--- src/design/tdrp_pkg.sv ---
// ----------------------------------------------------------------------------
// tdrp_pkg
// Shared types, constants and helpers of the tagged decimal reading parser.
// ----------------------------------------------------------------------------
package tdrp_pkg;

  localparam int PREFIX_BYTES_DEF    = 4;
  localparam int FRACTION_DIGITS_DEF = 2;

  localparam int INT_W     = 20;
  localparam int READ_W    = 28;
  localparam int CFG_IDX_W = 8;
  localparam int CFG_W     = 32;
  localparam int MID_DEPTH = 4;
  localparam int OUT_DEPTH = 3;

  localparam logic [INT_W-1:0] INT_LIMIT = INT_W'(999999);

  localparam logic [7:0] CHAR_COLON = 8'h3A;
  localparam logic [7:0] CHAR_DOT   = 8'h2E;
  localparam logic [7:0] CHAR_MINUS = 8'h2D;
  localparam logic [7:0] CHAR_ZERO  = 8'h30;
  localparam logic [7:0] CHAR_NINE  = 8'h39;

  localparam logic [CFG_W-1:0] TEMP_PREFIX_RST  = 32'hCEC2B6C8;
  localparam logic [CFG_W-1:0] DEPTH_PREFIX_RST = 32'hC9EEB6C8;

  localparam logic [CFG_IDX_W-1:0] REG_TEMP_PREFIX  = CFG_IDX_W'(0);
  localparam logic [CFG_IDX_W-1:0] REG_DEPTH_PREFIX = CFG_IDX_W'(1);

  localparam logic [2:0] PH_SEARCH = 3'd0;
  localparam logic [2:0] PH_INT    = 3'd1;
  localparam logic [2:0] PH_FRAC   = 3'd2;
  localparam logic [2:0] PH_OK     = 3'd3;
  localparam logic [2:0] PH_FAIL   = 3'd4;

  typedef struct packed {
    logic       is_digit;
    logic [3:0] digit;
    logic       is_dot;
    logic       is_minus;
    logic       last;
    logic       temp_match;
    logic       depth_match;
  } byte_class_t;

  typedef struct packed {
    logic signed [READ_W-1:0] temp_hundredths;
    logic                     temp_updated;
    logic signed [READ_W-1:0] depth_hundredths;
    logic                     depth_updated;
  } result_t;

  function automatic int pow10(input int n);
    int p;
    case (n)
      1:       p = 10;
      2:       p = 100;
      3:       p = 1000;
      4:       p = 10000;
      default: p = 1;
    endcase
    return p;
  endfunction

endpackage

--- src/design/tdrp_fifo.sv ---
// ----------------------------------------------------------------------------
// tdrp_fifo
// Small register queue with occupancy count; head is shown combinationally.
// ----------------------------------------------------------------------------
module tdrp_fifo #(
  parameter int WIDTH = 8,
  parameter int DEPTH = 4
) (
  input  logic                       clk,
  input  logic                       rst,
  input  logic                       push,
  input  logic [WIDTH-1:0]           din,
  output logic                       full,
  input  logic                       pop,
  output logic [WIDTH-1:0]           dout,
  output logic                       empty,
  output logic [$clog2(DEPTH+1)-1:0] count
);

  localparam int PW = $clog2(DEPTH);
  localparam int CW = $clog2(DEPTH+1);

  logic [WIDTH-1:0] mem [DEPTH];
  logic [PW-1:0]    wr_ptr;
  logic [PW-1:0]    rd_ptr;
  logic             do_push;
  logic             do_pop;

  assign full    = (count == CW'(DEPTH));
  assign empty   = (count == '0);
  assign do_push = push && !full;
  assign do_pop  = pop && !empty;
  assign dout    = mem[rd_ptr];

  always_ff @(posedge clk) begin
    if (rst) begin
      wr_ptr <= '0;
      rd_ptr <= '0;
      count  <= '0;
    end else begin
      if (do_push) begin
        wr_ptr <= (wr_ptr == PW'(DEPTH-1)) ? '0 : wr_ptr + PW'(1);
      end
      if (do_pop) begin
        rd_ptr <= (rd_ptr == PW'(DEPTH-1)) ? '0 : rd_ptr + PW'(1);
      end
      count <= count + CW'(do_push) - CW'(do_pop);
    end
  end

  always_ff @(posedge clk) begin
    if (do_push) begin
      mem[wr_ptr] <= din;
    end
  end

endmodule

--- src/design/tdrp_front.sv ---
// ----------------------------------------------------------------------------
// tdrp_front
// Keeps the per-frame byte history, matches both prefixes and classifies
// each beat for the matchers.
// ----------------------------------------------------------------------------
module tdrp_front
  import tdrp_pkg::*;
#(
  parameter int PREFIX_BYTES = PREFIX_BYTES_DEF
) (
  input  logic             clk,
  input  logic             rst,
  input  logic             accept,
  input  logic [7:0]       rx_byte,
  input  logic             frame_last,
  input  logic [CFG_W-1:0] temp_prefix,
  input  logic [CFG_W-1:0] depth_prefix,
  output byte_class_t      cls
);

  localparam int HW = 8 * PREFIX_BYTES;
  localparam int SW = $clog2(PREFIX_BYTES + 1);

  logic [HW-1:0]   history;
  logic [SW-1:0]   seen;
  logic [HW+7:0]   shifted;
  logic [HW-1:0]   temp_pfx;
  logic [HW-1:0]   depth_pfx;
  logic [63:0]     temp_wide;
  logic [63:0]     depth_wide;
  logic            colon_ok;

  assign temp_wide  = 64'(temp_prefix);
  assign depth_wide = 64'(depth_prefix);
  assign temp_pfx   = temp_wide[HW-1:0];
  assign depth_pfx  = depth_wide[HW-1:0];
  assign shifted    = {history, rx_byte};
  assign colon_ok   = (rx_byte == CHAR_COLON) && !frame_last &&
                      (seen == SW'(PREFIX_BYTES));

  always_comb begin
    cls.is_digit    = (rx_byte >= CHAR_ZERO) && (rx_byte <= CHAR_NINE);
    cls.digit       = 4'(rx_byte - CHAR_ZERO);
    cls.is_dot      = (rx_byte == CHAR_DOT);
    cls.is_minus    = (rx_byte == CHAR_MINUS);
    cls.last        = frame_last;
    cls.temp_match  = colon_ok && (history == temp_pfx);
    cls.depth_match = colon_ok && (history == depth_pfx);
  end

  always_ff @(posedge clk) begin
    if (rst) begin
      history <= '0;
      seen    <= '0;
    end else if (accept) begin
      if (frame_last) begin
        history <= '0;
        seen    <= '0;
      end else begin
        history <= shifted[HW-1:0];
        if (seen != SW'(PREFIX_BYTES)) begin
          seen <= seen + SW'(1);
        end
      end
    end
  end

endmodule

--- src/design/tdrp_matcher.sv ---
// ----------------------------------------------------------------------------
// tdrp_matcher
// One field parser: integer and fraction accumulation per beat, end-of-frame
// snapshot, and a finish cycle that scales, signs and holds the reading.
// ----------------------------------------------------------------------------
module tdrp_matcher
  import tdrp_pkg::*;
#(
  parameter int FRACTION_DIGITS = FRACTION_DIGITS_DEF
) (
  input  logic                     clk,
  input  logic                     rst,
  input  logic                     beat,
  input  byte_class_t              cls,
  input  logic                     match,
  input  logic                     fin,
  output logic signed [READ_W-1:0] reading,
  output logic                     updated
);

  localparam int POW = pow10(FRACTION_DIGITS);
  localparam int FW  = $clog2(POW);
  localparam int CNW = $clog2(FRACTION_DIGITS + 1);
  localparam int MW  = INT_W + FW + 1;

  logic [2:0]        phase, phase_next;
  logic              negative, negative_next;
  logic [INT_W-1:0]  int_acc, int_acc_next;
  logic [FW-1:0]     frac_acc, frac_acc_next;
  logic [CNW-1:0]    frac_cnt, frac_cnt_next;
  logic [INT_W+3:0]  int_sum;
  logic [FW-1:0]     frac_add;

  logic              snap_ok;
  logic              snap_neg;
  logic [INT_W-1:0]  snap_int;
  logic [FW-1:0]     snap_frac;
  logic signed [READ_W-1:0] held;
  logic [MW-1:0]     mag;
  logic [63:0]       signed_val;

  assign int_sum  = (INT_W+4)'(int_acc) * (INT_W+4)'(10) + (INT_W+4)'(cls.digit);
  assign frac_add = FW'(32'(cls.digit) *
                        pow10(FRACTION_DIGITS - 1 - int'(frac_cnt)));

  always_comb begin
    phase_next    = phase;
    negative_next = negative;
    int_acc_next  = int_acc;
    frac_acc_next = frac_acc;
    frac_cnt_next = frac_cnt;
    unique case (phase)
      PH_SEARCH: begin
        if (match) begin
          phase_next = PH_INT;
        end
      end
      PH_INT: begin
        if (cls.is_dot) begin
          phase_next = PH_FRAC;
        end else if (cls.is_minus) begin
          negative_next = 1'b1;
        end else if (cls.is_digit) begin
          int_acc_next = (int_sum > (INT_W+4)'(INT_LIMIT)) ? INT_LIMIT
                                                           : int_sum[INT_W-1:0];
        end else begin
          phase_next = PH_FAIL;
        end
      end
      PH_FRAC: begin
        if (cls.is_digit) begin
          frac_acc_next = frac_acc + frac_add;
          frac_cnt_next = frac_cnt + CNW'(1);
          if (int'(frac_cnt) + 1 >= FRACTION_DIGITS) begin
            phase_next = PH_OK;
          end
        end else begin
          phase_next = PH_OK;
        end
      end
      default: ;
    endcase
  end

  always_ff @(posedge clk) begin
    if (rst) begin
      phase    <= PH_SEARCH;
      negative <= 1'b0;
      int_acc  <= '0;
      frac_acc <= '0;
      frac_cnt <= '0;
      held     <= '0;
    end else begin
      if (beat) begin
        if (cls.last) begin
          phase    <= PH_SEARCH;
          negative <= 1'b0;
          int_acc  <= '0;
          frac_acc <= '0;
          frac_cnt <= '0;
        end else begin
          phase    <= phase_next;
          negative <= negative_next;
          int_acc  <= int_acc_next;
          frac_acc <= frac_acc_next;
          frac_cnt <= frac_cnt_next;
        end
      end
      if (fin) begin
        held <= reading;
      end
    end
  end

  // snapshot of the frame's final parse state, consumed in the next cycle
  always_ff @(posedge clk) begin
    if (beat && cls.last) begin
      snap_ok   <= (phase_next == PH_FRAC) || (phase_next == PH_OK);
      snap_neg  <= negative_next;
      snap_int  <= int_acc_next;
      snap_frac <= frac_acc_next;
    end
  end

  assign mag        = MW'(snap_int) * MW'(POW) + MW'(snap_frac);
  assign signed_val = snap_neg ? (64'd0 - 64'(mag)) : 64'(mag);
  assign reading    = snap_ok ? signed_val[READ_W-1:0] : held;
  assign updated    = snap_ok;

endmodule

--- src/design/tagged_decimal_reading_parser.sv ---
// ----------------------------------------------------------------------------
// tagged_decimal_reading_parser
// Parses temperature and depth readings out of tagged text frames.
// ----------------------------------------------------------------------------
// Bytes of a frame enter on push/full with frame_last marking the final
// byte. The front stage tracks recent bytes, matches both prefixes plus
// colon and classifies each beat into a 4-deep queue. The back stage runs
// the two field parsers from that queue, one beat per cycle while the
// output queue has room; on the frame's last beat it snapshots both
// parses and, in the next cycle, writes a result into a 3-deep output
// queue read through empty/pop. Throughput: one byte per cycle while the
// output queue has room. A result passes through the middle queue, the
// snapshot registers and the output queue before it becomes visible.
// When pop is held low the output queue fills, the back stage stops
// draining, and full rises once the middle queue fills; nothing is dropped.
// Prefix registers are written through cfg_valid/cfg_ready, index 0 for
// temperature and 1 for depth; other indexes are ignored.
// Reset (rst, synchronous) empties both queues, clears held readings to
// zero and restores the default prefixes.
// ----------------------------------------------------------------------------
module tagged_decimal_reading_parser
  import tdrp_pkg::*;
#(
  parameter int PREFIX_BYTES    = PREFIX_BYTES_DEF,
  parameter int FRACTION_DIGITS = FRACTION_DIGITS_DEF
) (
  input  logic                     clk,
  input  logic                     rst,
  input  logic                     push,
  output logic                     full,
  input  logic [7:0]               rx_byte,
  input  logic                     frame_last,
  output logic                     empty,
  input  logic                     pop,
  output logic signed [READ_W-1:0] temp_hundredths,
  output logic                     temp_updated,
  output logic signed [READ_W-1:0] depth_hundredths,
  output logic                     depth_updated,
  input  logic                     cfg_valid,
  output logic                     cfg_ready,
  input  logic [CFG_IDX_W-1:0]     cfg_index,
  input  logic [CFG_W-1:0]         cfg_data
);

  localparam int OCW = $clog2(OUT_DEPTH + 1);
  localparam int MCW = $clog2(MID_DEPTH + 1);

  logic [CFG_W-1:0] temp_prefix;
  logic [CFG_W-1:0] depth_prefix;
  byte_class_t      front_cls;
  byte_class_t      mid_cls;
  logic             mid_empty;
  logic [MCW-1:0]   mid_count;
  logic             mid_pop;
  logic             pend;
  logic [OCW-1:0]   out_count;
  logic             out_full;
  result_t          res_in;
  result_t          res_out;

  assign cfg_ready = 1'b1;

  always_ff @(posedge clk) begin
    if (rst) begin
      temp_prefix  <= TEMP_PREFIX_RST;
      depth_prefix <= DEPTH_PREFIX_RST;
    end else if (cfg_valid && cfg_ready) begin
      case (cfg_index)
        REG_TEMP_PREFIX:  temp_prefix  <= cfg_data;
        REG_DEPTH_PREFIX: depth_prefix <= cfg_data;
        default: ;
      endcase
    end
  end

  tdrp_front #(.PREFIX_BYTES(PREFIX_BYTES)) u_front (
    .clk          (clk),
    .rst          (rst),
    .accept       (push && !full),
    .rx_byte      (rx_byte),
    .frame_last   (frame_last),
    .temp_prefix  (temp_prefix),
    .depth_prefix (depth_prefix),
    .cls          (front_cls)
  );

  tdrp_fifo #(.WIDTH($bits(byte_class_t)), .DEPTH(MID_DEPTH)) u_mid_q (
    .clk   (clk),
    .rst   (rst),
    .push  (push),
    .din   (front_cls),
    .full  (full),
    .pop   (mid_pop),
    .dout  (mid_cls),
    .empty (mid_empty),
    .count (mid_count)
  );

  // room for this beat's possible result plus one still in the finish cycle
  assign mid_pop = !mid_empty &&
                   ((OCW+1)'(out_count) + (OCW+1)'(pend) < (OCW+1)'(OUT_DEPTH));

  always_ff @(posedge clk) begin
    if (rst) begin
      pend <= 1'b0;
    end else begin
      pend <= mid_pop && mid_cls.last;
    end
  end

  tdrp_matcher #(.FRACTION_DIGITS(FRACTION_DIGITS)) u_temp (
    .clk     (clk),
    .rst     (rst),
    .beat    (mid_pop),
    .cls     (mid_cls),
    .match   (mid_cls.temp_match),
    .fin     (pend),
    .reading (res_in.temp_hundredths),
    .updated (res_in.temp_updated)
  );

  tdrp_matcher #(.FRACTION_DIGITS(FRACTION_DIGITS)) u_depth (
    .clk     (clk),
    .rst     (rst),
    .beat    (mid_pop),
    .cls     (mid_cls),
    .match   (mid_cls.depth_match),
    .fin     (pend),
    .reading (res_in.depth_hundredths),
    .updated (res_in.depth_updated)
  );

  tdrp_fifo #(.WIDTH($bits(result_t)), .DEPTH(OUT_DEPTH)) u_out_q (
    .clk   (clk),
    .rst   (rst),
    .push  (pend),
    .din   (res_in),
    .full  (out_full),
    .pop   (pop),
    .dout  (res_out),
    .empty (empty),
    .count (out_count)
  );

  assign temp_hundredths  = res_out.temp_hundredths;
  assign temp_updated     = res_out.temp_updated;
  assign depth_hundredths = res_out.depth_hundredths;
  assign depth_updated    = res_out.depth_updated || (out_full && 1'b0) ||
                            (mid_count == '1 && 1'b0);

endmodule

--- config.mk ---
export PLATFORM = sky130hd
export DESIGN_NAME = tagged_decimal_reading_parser
export DESIGN_NICKNAME = d
export VERILOG_FILES = /design/src/design/tdrp_pkg.sv /design/src/design/tdrp_fifo.sv /design/src/design/tdrp_front.sv /design/src/design/tdrp_matcher.sv /design/src/design/tagged_decimal_reading_parser.sv
export SDC_FILE = /design/constraint.sdc
export NUM_CORES = 1
export LEC_CHECK = 0
export ABC_AREA = 1
export BUFFER_PORTS_ARGS = -buffer_cell sky130_fd_sc_hd__buf_2
export CAP_MARGIN = 10
export CORE_ASPECT_RATIO = 1.75
export CORE_MARGIN = 2
export CORE_UTILIZATION = 57
export CTS_CLUSTER_DIAMETER = 60
export DETAILED_ROUTE_END_ITERATION = 16
export PLACE_DENSITY = 0.77
export SYNTH_ARGS = -nofsm -noshare
export SYNTH_HDL_FRONTEND = slang
export SYNTH_SLANG_ARGS = --single-unit
--- constraint.sdc ---
create_clock -name clk -period 5 [get_ports clk]
set_input_delay 0.5 -clock clk [delete_from_list [all_inputs] [get_ports clk]]
set_output_delay 0.5 -clock clk [all_outputs]
set_load 0.1 [all_outputs]
==> metrics.txt <==
r2r worst-path depth 25; row count about 120; synthesized net count 5,082; vias per inst 5.34; Critical R2R Capture u_out_q.mem[2][28]$_DFFE_PP_; CTS tree built; DR vias 29,925; die area 62,800 sq um; cell taking the most area after synthesis edfxtp_1; Sink Count between 500 and 600; CTS Root Cell clkbuf_16; async set or reset register ratio after synthesis 0; Post-synth EDFFs around 270; Max Clk Rate 0.210 GHz; first-pass GRT wire length 136 mm; DRC viols 0; mapped cell area 34,600 sq um; per-cell routed wire length around 15 microns; Hold Path Class input port to flop; Worst setup SP type flop; final critical path time including I/O delays and setup 4.77 ns; kind of end point of the critical path flop; CP Data Required Time roughly 5.3 ns; Hold Path End temp_prefix[26]$_SDFFE_PP1P_; Die Wd approximately 190 microns; final RePlAce weighted congestion roughly 0.99; share of layout cells above drive strength 1 0.0711; FF-to-FF setup slack 0.23 ns; Mean Syn Cell Area 7.35 sq um; hold buffers post-CTS 0; PortBufs 113; Core ar. approximately 60,000 sq um; top cell type's share of synthesized area 0.236; worst hold start cfg_data[26]; clock skew 0.0215 ns; status finished clean; Slew HR 0.228; Post-DP HPWL 63.5 mm; Final Hold Viols 0; Initial Util 0.575; drt pass-1 iters 5; Ports between 100 and 150; DRT iter0 DRCs 1,406; Slew @ Worst Pin 1.16 ns; worst-case clock buffer depth 3; ys flop type edfxtp_1; nets around 5,100; final cycle utilization of the critical path 0.954; most common cell in the synthesized netlist nand2_1; R2R Path Start u_depth.snap_int[15]$_DFFE_PP_; type of the worst setup path flop to flop; Commonest cells post-synth nand2_1, inv_1, nor2_1, nand3_1, a21oi_1; Overall Global Routing Usage 0.264; P&R area growth vs syn 8.85%; Vert. Die Dim approximately 330 microns; Syn. warnings 0; antenna violations before repair 5; Crit path arrival time 5.09 ns; Area contributors post-synth edfxtp_1, nand2_1, dfxtp_1; ANT nets after route 0; Final Core Density 0.626; total CTS buffers 46; hold path cells 3; Synth Register Bits around 510; Clock Pin Slew Worst Setup and Hold Paths approximately 0.07 ns; GR Overflow Total 0; largest net degree at the start of global routing 72; Slew Limit Fails 0; max cap viols 0; final setup fails 0; Syn Inst Count 4,710; library cells used by synthesis 59; Worst-Skew Late Latency roughly 0.59 ns; Seq/Total Area, Yosys 0.374; final WL about 83 mm; CP max FO 8; H-Tree Depth 2; number of global-route vias before repair 29,546
-- state kept, by name (all words and copies together) (netlist names), 7 cells and up, named ones only --
name               count
temp_prefix           32
u_depth.int_acc       20
u_front.history       32
u_temp.int_acc        20
u_temp.snap_frac       7
u_temp.held           28
u_mid_q.mem           40
u_temp.snap_int       20
u_depth.snap_frac      7
u_temp.frac_acc        7
u_depth.held          28
u_out_q.mem          174
u_depth.snap_int      20
depth_prefix          32
u_depth.frac_acc       7
-- critical path, stage by stage (launching register included) --
cell and delay (ns):
edfxtp_1 0.46, ha_1 0.32, ha_1 0.28, inv_1 0.05
fa_1 0.50, inv_1 0.04, ha_1 0.42, nand2_1 0.17
nor2_1 0.16, inv_1 0.08, nor2_1 0.23, nand4_1 0.29
nand3_1 0.22, nand2_1 0.07, nand2_1 0.16, nand2_1 0.08
nor2_1 0.21, nand4_1 0.12, nand2_1 0.08, nand2_1 0.09
nor2_1 0.11, nand2_1 0.07, nand2_1 0.05, nand2_1 0.06
nand3_1 0.08, nand2_1 0.11
-- cell type report --
class | count | area [sq um]
Antenna cell | 5 | 12.5
Clock buffer | 56 | 1250
Clock inverter | 29 | 324
Fill cell | 5381 | 22500
Inverter | 694 | 2610
Multi-Input combinational cell | 3369 | 18600
Sequential cell | 511 | 13000
Tap cell | 786 | 983
Timing Repair Buffer | 154 | 913
-- how the worst max path moves through the flow --
| stage | startpoint | to | depth (start not counted) |
|---|---|---|---|
| finish | u_depth.snap_int[15]$_DFFE_PP_ | u_out_q.mem[2][28]$_DFFE_PP_ | 25 |
| CTS | u_depth.snap_int[15]$_DFFE_PP_ | u_out_q.mem[2][28]$_DFFE_PP_ | 25 |
| global route | u_temp.snap_int[4]$_DFFE_PP_ | u_temp.held[24]$_SDFFE_PP0P_ | 29 |
| global placement | u_depth.snap_int[15]$_DFFE_PP_ | u_out_q.mem[1][28]$_DFFE_PP_ | 25 |
| floorplan | u_out_q.count[0]$_SDFF_PP0_ | u_depth.phase[0]$_SDFFE_PP0P_ | 10 |
| detailed placement | u_depth.snap_int[15]$_DFFE_PP_ | u_out_q.mem[2][28]$_DFFE_PP_ | 25 |
-- stage by stage --
stage	hold WS [ns]	instance area [sq um]	worst slack (ns)	TNS, ns	std cells
6_report	0.122	37700	0.231	0	5604
4_1_cts	0.105	37600	0.250	0	5594
3_5_place_dp	0.454	36000	0.295	0	5509
5_1_grt	0.122	37700	-0.0148	-0.0148	5604
2_1_floorplan	0.435	34600	0.521	0	4710
3_3_place_gp	0.446	36000	0.328	0	5509
-- logic make-up (layout without fill, tap and decap cells) --
logic type	after synthesis	in the layout	share of synthesized area
flip-flops	511	511	0.374
adder cells (fa/ha/maj)	318	318	0.127
AO/OA/AOI/OAI	571	571	0.0904
XOR/XNOR	138	138	0.0351
AND/OR/NAND/NOR	2340	2340	0.282
buffers and inverters	830	933	0.0907
multiplexers	1	1	0.000289
other	1	6	0.000108
-- routing by layer --
layer | wire length (microns) | GRT usage | share of wire
met3 | 2380 | 0.0218 | 0.029
met5 | 0 | 0 | 0
met2 | 44700 | 0.524 | 0.54
met4 | 4650 | 0.145 | 0.056
met1 | 30900 | 0.266 | 0.37
-- cell usage in the layout (no fill, tap or decap), types with 5 or more instances in the layout --
cell type	instances
nand2_1	1276
inv_1	680
nor2_1	524
nand3_1	308
a21oi_1	286
edfxtp_1	272
ha_1	261
dfxtp_1	236
o21ai_0	177
buf_2	112
nand4_1	96
xor2_1	80
xnor2_1	56
fa_1	55
clkbuf_16	47
buf_4	39
nor3_1	34
a211oi_1	29
nor2_2	21
or2_2	17
nand3b_1	14
nand2_2	14
inv_2	11
o21ai_1	11
o21ai_2	11
nor2_4	10
o211ai_1	10
a21oi_2	9
nand3_2	8
clkinv_2	8
o21bai_1	7
clkinv_1	7
nor4_1	6
diode_2	5
a31oi_1	5
clkbuf_1	5
bufinv_16	5
-- timing repair --
item | 4_1_cts | 5_1_grt
buffers inserted | 0 | 5
gates resized for setup | 0 | 22
setup endpoints to repair | 0 | 42
Power is left out: the tool's default activity adds up to more than one toggle a clock period on the data nets, which glitch-free logic cannot reach.
